## config.mk

```make
export PLATFORM = sky130hd
export DESIGN_NAME = stack_queue_engine_top_flat
export DESIGN_NICKNAME = d
export VERILOG_FILES = /design/src/design/sq_pkg.sv /design/src/design/sq_if.sv /design/src/design/sq_cell.sv /design/src/design/sq_chain.sv /design/src/design/stack_queue_engine_top.sv /design/src/flat_wrapper.sv
export SDC_FILE = /design/constraint.sdc
export NUM_CORES = 2
export LEC_CHECK = 0
export ABC_AREA = 1
export BUFFER_PORTS_ARGS = -buffer_cell sky130_fd_sc_hd__buf_2
export CAP_MARGIN = 25
export CELL_PAD_IN_SITES_DETAIL_PLACEMENT = 1
export CELL_PAD_IN_SITES_GLOBAL_PLACEMENT = 1
export CORE_ASPECT_RATIO = 1.2
export CORE_MARGIN = 3
export CORE_UTILIZATION = 50
export CTS_CLUSTER_DIAMETER = 120
export DETAILED_ROUTE_END_ITERATION = 12
export GPL_TIMING_DRIVEN = 0
export PLACE_DENSITY_LB_ADDON = 0.3
export SLEW_MARGIN = 20
export SYNTH_ARGS = -nofsm -noshare
export SYNTH_HDL_FRONTEND = slang
export SYNTH_HIERARCHICAL = 1
export SYNTH_SLANG_ARGS = --single-unit
```

## constraint.sdc

```tcl
create_clock -name clk -period 4.1 [get_ports clk]
set_input_delay 0.41 -clock clk [delete_from_list [all_inputs] [get_ports clk]]
set_output_delay 0.41 -clock clk [all_outputs]
set_load 0.02 [all_outputs]
```

## src/design/sq_pkg.sv

```systemverilog
`timescale 1ns / 1ps
// Shared types and constants for the stack/queue engine.
// No dependencies; every other file of the block uses this package.
package sq_pkg;

    localparam int DEPTH  = 64;
    localparam int DATA_W = 32;
    localparam int CNT_W  = $clog2(DEPTH + 1);

    // Command codes carried by the cmd field
    typedef enum logic [2:0] {
        CMD_PUSH  = 3'd0,
        CMD_PRINT = 3'd1,
        CMD_PEEK  = 3'd2,
        CMD_POP   = 3'd3,
        CMD_SWAP  = 3'd4
    } cmd_t;

    // Result status codes
    typedef enum logic [2:0] {
        STAT_OK         = 3'd0,
        STAT_PEEK_EMPTY = 3'd1,
        STAT_POP_EMPTY  = 3'd2,
        STAT_SWAP_SHORT = 3'd3,
        STAT_PUSH_FULL  = 3'd4
    } status_t;

    // Source selection for one cell of the chain
    typedef enum logic [1:0] {
        SEL_HOLD = 2'd0,
        SEL_PREV = 2'd1,
        SEL_NEXT = 2'd2,
        SEL_LOAD = 2'd3
    } cell_sel_t;

    // Whole-chain operation for one cycle
    typedef enum logic [2:0] {
        CHAIN_HOLD      = 3'd0,
        CHAIN_PUSH_TOP  = 3'd1,
        CHAIN_PUSH_BACK = 3'd2,
        CHAIN_POP       = 3'd3,
        CHAIN_SWAP      = 3'd4,
        CHAIN_ROTATE    = 3'd5
    } chain_kind_t;

    typedef struct packed {
        chain_kind_t               kind;
        logic signed [DATA_W-1:0]  value;
    } chain_op_t;

    // Control state, one-hot
    typedef enum logic [1:0] {
        ST_IDLE  = 2'b01,
        ST_PRINT = 2'b10
    } state_t;

endpackage

```

## src/design/sq_if.sv

```systemverilog
`timescale 1ns / 1ps
// Valid/ready channel interfaces for commands and results.
// Depends on sq_pkg for the status type.
interface sq_cmd_if;
    logic               valid;
    logic               ready;
    logic [2:0]         cmd;
    logic signed [31:0] push_value;

    modport source (output valid, output cmd, output push_value, input ready);
    modport sink   (input valid, input cmd, input push_value, output ready);
endinterface

interface sq_res_if;
    logic               valid;
    logic               ready;
    sq_pkg::status_t    status;
    logic               has_value;
    logic signed [31:0] data_value;
    logic               last;

    modport source (output valid, output status, output has_value,
                    output data_value, output last, input ready);
    modport sink   (input valid, input status, input has_value,
                    input data_value, input last, output ready);
endinterface

```

## src/design/sq_cell.sv

```systemverilog
`timescale 1ns / 1ps
// One storage cell of the chain: holds a single element and takes its
// next value from itself, either neighbour or the shared load bus. Uses sq_pkg.
module sq_cell (
    input  logic                              clk,
    input  sq_pkg::cell_sel_t                 sel,
    input  logic signed [sq_pkg::DATA_W-1:0]  prev_data,
    input  logic signed [sq_pkg::DATA_W-1:0]  next_data,
    input  logic signed [sq_pkg::DATA_W-1:0]  load_data,
    output logic signed [sq_pkg::DATA_W-1:0]  data
);
    import sq_pkg::*;

    logic signed [DATA_W-1:0] cell_reg;
    logic signed [DATA_W-1:0] cell_next;

    // Pick the source for this cycle
    always_comb
    begin
        unique case (sel)
            SEL_HOLD: cell_next = cell_reg;
            SEL_PREV: cell_next = prev_data;
            SEL_NEXT: cell_next = next_data;
            SEL_LOAD: cell_next = load_data;
            default:  cell_next = cell_reg;
        endcase
    end

    // Payload only, no reset
    always_ff @(posedge clk)
    begin
        cell_reg <= cell_next;
    end

    assign data = cell_reg;

endmodule

```

## src/design/sq_chain.sv

```systemverilog
`timescale 1ns / 1ps
// Row of DEPTH cells; cell 0 holds the top element, cell k the k-th below it.
// Decodes the chain operation into per-cell selects. Uses sq_pkg and sq_cell.
module sq_chain (
    input  logic                              clk,
    input  sq_pkg::chain_op_t                 op,
    input  logic [sq_pkg::CNT_W-1:0]          count,
    output logic signed [sq_pkg::DATA_W-1:0]  top_value
);
    import sq_pkg::*;

    logic signed [DATA_W-1:0] cell_data [DEPTH];
    logic signed [DATA_W-1:0] load_data;

    // Rotation feeds the top back into the tail; otherwise load the pushed value
    assign load_data = (op.kind == CHAIN_ROTATE) ? cell_data[0] : op.value;
    assign top_value = cell_data[0];

    for (genvar i = 0; i < DEPTH; i++)
    begin : g_cell
        cell_sel_t                sel;
        logic signed [DATA_W-1:0] prev_data;
        logic signed [DATA_W-1:0] next_data;

        // Tie the chain ends back to the cell itself
        assign prev_data = (i == 0) ? cell_data[i] : cell_data[(i == 0) ? 0 : i - 1];
        assign next_data = (i == DEPTH - 1) ? cell_data[i]
                                            : cell_data[(i == DEPTH - 1) ? i : i + 1];

        // Decode the operation for this position
        always_comb
        begin
            unique case (op.kind)
                CHAIN_PUSH_TOP:
                    sel = (i == 0) ? SEL_LOAD : SEL_PREV;
                CHAIN_PUSH_BACK:
                    sel = (count == CNT_W'(i)) ? SEL_LOAD : SEL_HOLD;
                CHAIN_POP:
                    sel = (i == DEPTH - 1) ? SEL_HOLD : SEL_NEXT;
                CHAIN_SWAP:
                    sel = (i == 0) ? SEL_NEXT : ((i == 1) ? SEL_PREV : SEL_HOLD);
                CHAIN_ROTATE:
                    sel = (count == CNT_W'(i + 1)) ? SEL_LOAD
                        : ((i == DEPTH - 1) ? SEL_HOLD : SEL_NEXT);
                default:
                    sel = SEL_HOLD;
            endcase
        end

        sq_cell u_cell (
            .clk       (clk),
            .sel       (sel),
            .prev_data (prev_data),
            .next_data (next_data),
            .load_data (load_data),
            .data      (cell_data[i])
        );
    end

endmodule

```

## src/design/stack_queue_engine_top.sv

```systemverilog
`timescale 1ns / 1ps
// Stack/queue engine top level: command decode, count, print sequencer and
// result register. Uses sq_pkg, the sq_if interfaces and sq_chain.
//
// Usage:
//   cmd_in  : valid/ready command channel (cmd, push_value).
//   res_out : valid/ready result channel (status, has_value, data_value, last).
//   cfg_wr_en/cfg_wr_data set queue_mode (0 stack, 1 queue); write while idle.
// Elements sit in a row of cells with the top in cell 0. Push, pop, peek and
// swap complete in the accepting cycle; their single result is valid the
// next cycle, and a new command can be taken every cycle while results drain.
// Print all on a non-empty store enters the print state and then emits one
// element per cycle while res_out is not stalled, top to bottom, by rotating
// the occupied cells once round; it accepts no command until the last element is issued.
// Commands 5 to 7 are dropped with no result.
// The result register is refilled only once the receiver takes its content,
// so a stall on res_out holds both the result and cmd_in.ready low.
// Reset empties the store, clears queue_mode and drops any pending result;
// cell contents are not cleared and are never read before being written.
module stack_queue_engine_top (
    input  logic  clk,
    input  logic  rst_n,
    input  logic  cfg_wr_en,
    input  logic  cfg_wr_data,
    sq_cmd_if.sink    cmd_in,
    sq_res_if.source  res_out
);
    import sq_pkg::*;

    state_t                   state_reg, state_next;
    logic [CNT_W-1:0]         count_reg, count_next;
    logic [CNT_W-1:0]         left_reg, left_next;
    logic                     mode_reg;
    logic                     out_valid_reg, out_valid_next;
    status_t                  status_reg, status_next;
    logic                     has_reg, has_next;
    logic signed [DATA_W-1:0] data_reg, data_next;
    logic                     last_reg, last_next;
    chain_op_t                op;
    logic signed [DATA_W-1:0] top_value;
    logic                     out_free;
    logic                     accept;

    // Result slot frees when empty or being taken
    assign out_free     = !out_valid_reg || res_out.ready;
    assign cmd_in.ready = (state_reg == ST_IDLE) && out_free;
    assign accept       = cmd_in.valid && cmd_in.ready;

    // Decode commands and sequence print all
    always_comb
    begin
        state_next     = state_reg;
        count_next     = count_reg;
        left_next      = left_reg;
        out_valid_next = out_valid_reg && !res_out.ready;
        status_next    = status_reg;
        has_next       = has_reg;
        data_next      = data_reg;
        last_next      = last_reg;
        op.kind        = CHAIN_HOLD;
        op.value       = cmd_in.push_value;

        if (accept)
        begin
            status_next = STAT_OK;
            has_next    = 1'b0;
            data_next   = '0;
            last_next   = 1'b1;
            unique case (cmd_in.cmd)
                CMD_PUSH:
                begin
                    out_valid_next = 1'b1;
                    if (count_reg == CNT_W'(DEPTH))
                        status_next = STAT_PUSH_FULL;
                    else
                    begin
                        op.kind    = mode_reg ? CHAIN_PUSH_BACK : CHAIN_PUSH_TOP;
                        count_next = count_reg + 1'b1;
                    end
                end
                CMD_PRINT:
                begin
                    if (count_reg == '0)
                        out_valid_next = 1'b1;
                    else
                    begin
                        state_next = ST_PRINT;
                        left_next  = count_reg;
                    end
                end
                CMD_PEEK:
                begin
                    out_valid_next = 1'b1;
                    if (count_reg == '0)
                        status_next = STAT_PEEK_EMPTY;
                    else
                    begin
                        has_next  = 1'b1;
                        data_next = top_value;
                    end
                end
                CMD_POP:
                begin
                    out_valid_next = 1'b1;
                    if (count_reg == '0)
                        status_next = STAT_POP_EMPTY;
                    else
                    begin
                        op.kind    = CHAIN_POP;
                        count_next = count_reg - 1'b1;
                    end
                end
                CMD_SWAP:
                begin
                    out_valid_next = 1'b1;
                    if (count_reg < CNT_W'(2))
                        status_next = STAT_SWAP_SHORT;
                    else
                        op.kind = CHAIN_SWAP;
                end
                default:
                begin
                    out_valid_next = out_valid_reg && !res_out.ready;
                end
            endcase
        end
        else if (state_reg == ST_PRINT && out_free)
        begin
            out_valid_next = 1'b1;
            status_next    = STAT_OK;
            has_next       = 1'b1;
            data_next      = top_value;
            last_next      = (left_reg == CNT_W'(1));
            op.kind        = CHAIN_ROTATE;
            left_next      = left_reg - 1'b1;
            if (left_reg == CNT_W'(1))
                state_next = ST_IDLE;
        end
    end

    // Control registers
    always_ff @(posedge clk or negedge rst_n)
    begin
        if (!rst_n)
        begin
            state_reg     <= ST_IDLE;
            count_reg     <= '0;
            left_reg      <= '0;
            mode_reg      <= 1'b0;
            out_valid_reg <= 1'b0;
        end
        else
        begin
            state_reg     <= state_next;
            count_reg     <= count_next;
            left_reg      <= left_next;
            out_valid_reg <= out_valid_next;
            if (cfg_wr_en)
                mode_reg <= cfg_wr_data;
        end
    end

    // Result payload
    always_ff @(posedge clk)
    begin
        status_reg <= status_next;
        has_reg    <= has_next;
        data_reg   <= data_next;
        last_reg   <= last_next;
    end

    sq_chain u_chain (
        .clk       (clk),
        .op        (op),
        .count     (count_reg),
        .top_value (top_value)
    );

    assign res_out.valid      = out_valid_reg;
    assign res_out.status     = status_reg;
    assign res_out.has_value  = has_reg;
    assign res_out.data_value = data_reg;
    assign res_out.last       = last_reg;

    // Count never exceeds the store size
    a_count_bound: assert property (@(posedge clk) disable iff (!rst_n)
        count_reg <= CNT_W'(DEPTH))
        else $error("element count above depth");

    // Printing walks a non-empty range within the current count
    a_print_range: assert property (@(posedge clk) disable iff (!rst_n)
        state_reg == ST_PRINT |-> (left_reg != '0) && (left_reg <= count_reg))
        else $error("print counter out of range");

    // Count stays fixed while printing
    a_print_count: assert property (@(posedge clk) disable iff (!rst_n)
        state_reg == ST_PRINT |=> $stable(count_reg))
        else $error("count changed during print");

    // The final print element returns to idle
    a_print_end: assert property (@(posedge clk) disable iff (!rst_n)
        (state_reg == ST_PRINT && out_free && left_reg == CNT_W'(1))
        |=> (state_reg == ST_IDLE) && out_valid_reg && last_reg)
        else $error("print did not finish with last");

endmodule

```

## src/flat_wrapper.sv

```systemverilog
// flat-port wrapper written by rule: the top's interface ports become plain ports
module stack_queue_engine_top_flat import sq_pkg::*;
  (clk, rst_n, cfg_wr_en, cfg_wr_data, cmd_in_valid, cmd_in_cmd, cmd_in_push_value, cmd_in_ready, res_out_valid, res_out_status, res_out_has_value, res_out_data_value, res_out_last, res_out_ready);
  sq_cmd_if cmd_in_i ();
  sq_res_if res_out_i ();
  input  logic clk;
  input  logic rst_n;
  input  logic cfg_wr_en;
  input  logic cfg_wr_data;
  input wire logic [$bits(cmd_in_i.valid)-1:0] cmd_in_valid;
  input wire logic [$bits(cmd_in_i.cmd)-1:0] cmd_in_cmd;
  input wire logic [$bits(cmd_in_i.push_value)-1:0] cmd_in_push_value;
  output wire logic [$bits(cmd_in_i.ready)-1:0] cmd_in_ready;
  output wire logic [$bits(res_out_i.valid)-1:0] res_out_valid;
  output wire logic [$bits(res_out_i.status)-1:0] res_out_status;
  output wire logic [$bits(res_out_i.has_value)-1:0] res_out_has_value;
  output wire logic [$bits(res_out_i.data_value)-1:0] res_out_data_value;
  output wire logic [$bits(res_out_i.last)-1:0] res_out_last;
  input wire logic [$bits(res_out_i.ready)-1:0] res_out_ready;
  assign cmd_in_i.valid = cmd_in_valid;
  assign cmd_in_i.cmd = cmd_in_cmd;
  assign cmd_in_i.push_value = cmd_in_push_value;
  assign cmd_in_ready = cmd_in_i.ready;
  assign res_out_valid = res_out_i.valid;
  assign res_out_status = res_out_i.status;
  assign res_out_has_value = res_out_i.has_value;
  assign res_out_data_value = res_out_i.data_value;
  assign res_out_last = res_out_i.last;
  assign res_out_i.ready = res_out_ready;
  stack_queue_engine_top u_core (.clk(clk), .rst_n(rst_n), .cfg_wr_en(cfg_wr_en), .cfg_wr_data(cfg_wr_data), .cmd_in(cmd_in_i), .res_out(res_out_i));
endmodule
```

==> load_flow_metrics.sql <==
INSERT INTO impl_metrics (metric_group, metric, value, unit) VALUES
('synth', 'synthesis.instances', '12300', ''),
('place', 'pre_cts_ws', '-1.55', 'ns'),
('clock_tree', 'cts_num_sinks', '2103', ''),
('power_and_ir_drop', 'power.density', '346', 'nW/µm²'),
('place', 'dpl_cell_area', '122000', 'µm²'),
('worst_setup_path', 'timing.critical_path.cells', 'nor2_2 > nand2_2 > nor2_8 > nor2_1 > inv_1 > nand2_1 > nand2_1 > nand2_2 > nand3_2 > clkbuf_1 > nand2_1 > nand2_4 > buf_12 > buf_12 > nand3_1 > nand3_1', ''),
('grt', 'grt_overflow_total', '0', ''),
('die', 'floorplan.initialDensity', '0.505', ''),
('timing', 'finClkSkew', '0.0371', 'ns'),
('synth', 'synth_cell_types', '32', ''),
('die', 'die_height', '533', 'µm'),
('route', 'drt-vias-per-instance', '6.67', ''),
('synth', 'synth-edff-count', '2084', ''),
('run_status', 'result_of_the_run', 'finished clean', ''),
('timing', 'period_share', '0.989', ''),
('clock_tree', 'worst_setup_hold_path_clk_slew', '0.06', 'ns'),
('route', 'drc', '0', ''),
('timing', 'slew-limit-headroom', '0.285', ''),
('power_and_ir_drop', 'power', '45100', 'µW'),
('die', 'die_w', '445', 'µm'),
('timing', 'worst_path_setup_slack_after_routing', '0.0457', 'ns'),
('timing', 'timing.fmax', '247', 'MHz'),
('timing', 'unrepaired_setup_endpoints_after_global_routing', 'yes', ''),
('cells_and_area', 'multi_input_area', '42900', 'µm²'),
('cells_and_area', 'sequential_cell_area', '63100', 'µm²'),
('worst_setup_path', 'crit_path_max_fanout', '31', ''),
('timing', 'whs', '0.114', 'ns'),
('worst_setup_path', 'critPathSlowestCell', 'sky130_fd_sc_hd__dfrtp_1', ''),
('grt', 'grt.total_usage', '0.393', ''),
('route', 'via_count', '106000', ''),
('route', 'drtPass1Iterations', '6', ''),
('die', 'area_of_the_die', '237000', 'µm²'),
('cells_and_area', 'postLayoutCellArea', '130000', 'µm²'),
('worst_setup_path', 'worst_path_dominant_cell_family', 'simple AND/OR/NAND/NOR gates', ''),
('place', 'detailed_place_hpwl', '363', 'mm'),
('grt', 'wire_length_of_the_first_global_routing_pass', '703', 'mm'),
('synth', 'synth_area_leader_cell', 'sky130_fd_sc_hd__edfxtp_1', ''),
('clock_tree', 'tritoncts', 'yes', ''),
('worst_setup_path', 'data_arrival_critical_path', '4.81', 'ns'),
('route', 'first_iter_violations', '12300', ''),
('route', 'drt-wirelength-per-cell', '30.4', 'µm'),
('die', 'fp-row-count', '192', ''),
('worst_setup_path', 'cp_data_required_time', '4.86', 'ns'),
('power_and_ir_drop', 'vdd_ir_drop_max', '0.343', 'mV'),
('clock_tree', 'ctsRootBufferMaster', 'sky130_fd_sc_hd__clkbuf_16', ''),
('cells_and_area', 'design.final.nets', '12800', ''),
('worst_setup_path', 'critical_path.startpoint_type', 'flop', ''),
('min_path', 'hold_path.class', 'in -> reg', ''),
('synth', 'ys_async_sr_fraction', '0.00856', ''),
('clock_tree', 'cts_buffer_depth', '4', ''),
('cells_and_area', 'fill_cell_instance_count_of_the_final_layout', '25900', ''),
('timing', 'tightest_slew', '1.07', 'ns'),
('timing', 'finalSetupViolCount', '0', ''),
('synth', 'synth.top_cells.by_area', 'sky130_fd_sc_hd__edfxtp_1 (54%), sky130_fd_sc_hd__nand3_1 (27%), sky130_fd_sc_hd__nand2_1 (8.1%), sky130_fd_sc_hd__buf_6 (6.3%), sky130_fd_sc_hd__buf_4 (1.7%)', ''),
('cells_and_area', 'largest_register_ffs', '2048', ''),
('clock_tree', 'clock_tree.htree_level_count', '4', ''),
('grt', 'antenna_found_initial', '7', ''),
('worst_setup_path', 'worst-setup-path-type', 'reg -> reg', ''),
('power_and_ir_drop', 'power.leakage', '0.0433', 'µW'),
('route', 'routed_wl', '484', 'mm'),
('synth', 'yosys.area.top_type_share', '0.540', ''),
('synth', 'postSynthNetCount', '12400', ''),
('worst_setup_path', 'cpPeakStageDelay', '0.51', 'ns'),
('synth', 'synth.yosys.warnings', '6', ''),
('synth', 'ys_seq_elements', '2103', ''),
('worst_setup_path', 'path_common_cell', 'sky130_fd_sc_hd__nand2_1', ''),
('worst_setup_path', 'critical_path.endpoint_type', 'flop', ''),
('timing', 'report.final.slew_viol_count', '0', ''),
('timing', 'finalHoldViolCount', '0', ''),
('cells_and_area', 'drive_gt1_frac', '0.142', ''),
('clock_tree', 'cts_made_buffers', '231', '');
-- cells in the mapped netlist (2+ instances only) --
| cell | n |
|---|---|
| sky130_fd_sc_hd__a21oi_1 | 6 |
| sky130_fd_sc_hd__buf_2 | 212 |
| sky130_fd_sc_hd__buf_4 | 265 |
| sky130_fd_sc_hd__buf_6 | 644 |
| sky130_fd_sc_hd__clkbuf_1 | 3 |
| sky130_fd_sc_hd__dfrtp_1 | 17 |
| sky130_fd_sc_hd__edfxtp_1 | 2084 |
| sky130_fd_sc_hd__ha_1 | 7 |
| sky130_fd_sc_hd__inv_1 | 138 |
| sky130_fd_sc_hd__inv_2 | 5 |
| sky130_fd_sc_hd__inv_4 | 64 |
| sky130_fd_sc_hd__nand2_1 | 2485 |
| sky130_fd_sc_hd__nand2_2 | 4 |
| sky130_fd_sc_hd__nand2_4 | 2 |
| sky130_fd_sc_hd__nand3_1 | 6276 |
| sky130_fd_sc_hd__nand3_2 | 2 |
| sky130_fd_sc_hd__nand3b_1 | 3 |
| sky130_fd_sc_hd__nand4_1 | 4 |
| sky130_fd_sc_hd__nor2_1 | 65 |
| sky130_fd_sc_hd__nor2_2 | 17 |
| sky130_fd_sc_hd__nor2_4 | 4 |
| sky130_fd_sc_hd__nor3_1 | 2 |
| sky130_fd_sc_hd__o21ai_0 | 7 |
| sky130_fd_sc_hd__o21ai_2 | 2 |
-- report_power, final --
part           leakage, µW  internal (µW)  switching, µW
Combinational       0.0278            188            825
Sequential          0.0120          23300          0.817
Clock              0.00353          11800           9070
Total               0.0433          35200           9900
-- cell families after synthesis --
logic type               synth area share
AO/OA/AOI/OAI                    0.000918
XOR/XNOR                        0.0000756
adder cells (fa/ha/maj)          0.000929
buffers and inverters              0.0972
flip-flops                          0.544
AND/OR/NAND/NOR                     0.356
-- final timing paths --
path	from	cells past startpoint	slack, ns	to
setup reg to reg	u_core/count_reg[3]	16	0.05	u_core/u_chain/g_cell[19].u_cell/data[12]
min in group asynchronous	rst_n	3	0.64	u_core/state_reg[0]
hold / removal	cmd_in_cmd[1]	5	0.11	u_core/state_reg[1]
setup / recovery	u_core/count_reg[3]	16	0.05	u_core/u_chain/g_cell[19].u_cell/data[12]
hold reg to reg	u_core/state_reg[0]	2	0.47	u_core/state_reg[0]
max in group asynchronous	rst_n	4	2.12	u_core/count_reg[0]
-- cells in the final DEF (no fill, tap or decap), drive strengths merged, types with 2 or more instances in the layout --
| master | synthesis | layout |
|---|---|---|
| nand3 | 6278 | 6278 |
| nand2 | 2491 | 2491 |
| edfxtp | 2084 | 2084 |
| buf | 1122 | 1256 |
| clkbuf | 3 | 313 |
| inv | 207 | 209 |
| clkinv | 0 | 95 |
| nor2 | 87 | 87 |
| bufinv | 0 | 22 |
| dfrtp | 17 | 17 |
| dlygate4sd3 | 0 | 10 |
| o21ai | 9 | 9 |
| ha | 7 | 7 |
| a21oi | 7 | 7 |
| diode | 0 | 6 |
| clkinvlp | 0 | 6 |
| nand4 | 4 | 4 |
| nand3b | 3 | 3 |
| nor3 | 2 | 2 |
-- layout make-up --
class | instances | area share
Clock inverter | 125 | 0.00885
Buffer | 1124 | 0.0800
Sequential cell | 2103 | 0.484
Clock buffer | 287 | 0.0464
Tap cell | 3007 | 0.0289
Multi-Input combinational cell | 8891 | 0.329
Timing Repair Buffer | 168 | 0.0156
Inverter | 207 | 0.00719
Antenna cell | 6 | 0.000115
-- worst min-delay path, delay by kind of cell --
kind                   cells  cell delay [ns]
buffers and inverters      1             0.12
AO/OA/AOI/OAI              1             0.11
AND/OR/NAND/NOR            3             0.31
-- per-layer routing --
layer  up-vias  wire (µm)  global-route usage
li1      45400          -                   -
met1     52500     174000               0.477
met2      6319     228000               0.644
met3      1942      44600              0.0687
met4         8      37700               0.259
met5         -         49                   0
-- metrics by stage --
step / setup TNS, ns / cells
6_report: 0 / 15900
5_1_grt: -4.42 / 15900
4_1_cts: -0.953 / 15900
3_5_place_dp: -3563.41 / 15500
3_3_place_gp: -9083.50 / 15400
2_1_floorplan: 0 / 12300
-- what timing repair did --
item / in CTS / in global routing
buffers inserted: 1 / 10
gates resized for setup: 112 / 98
endpoints found under the setup margin: 4096 / 2420
hold endpoints to repair: 27 / 0
hold buffers: 10 / 0
pin swaps: 0 / 4
(Power assumes the default switching activity.)
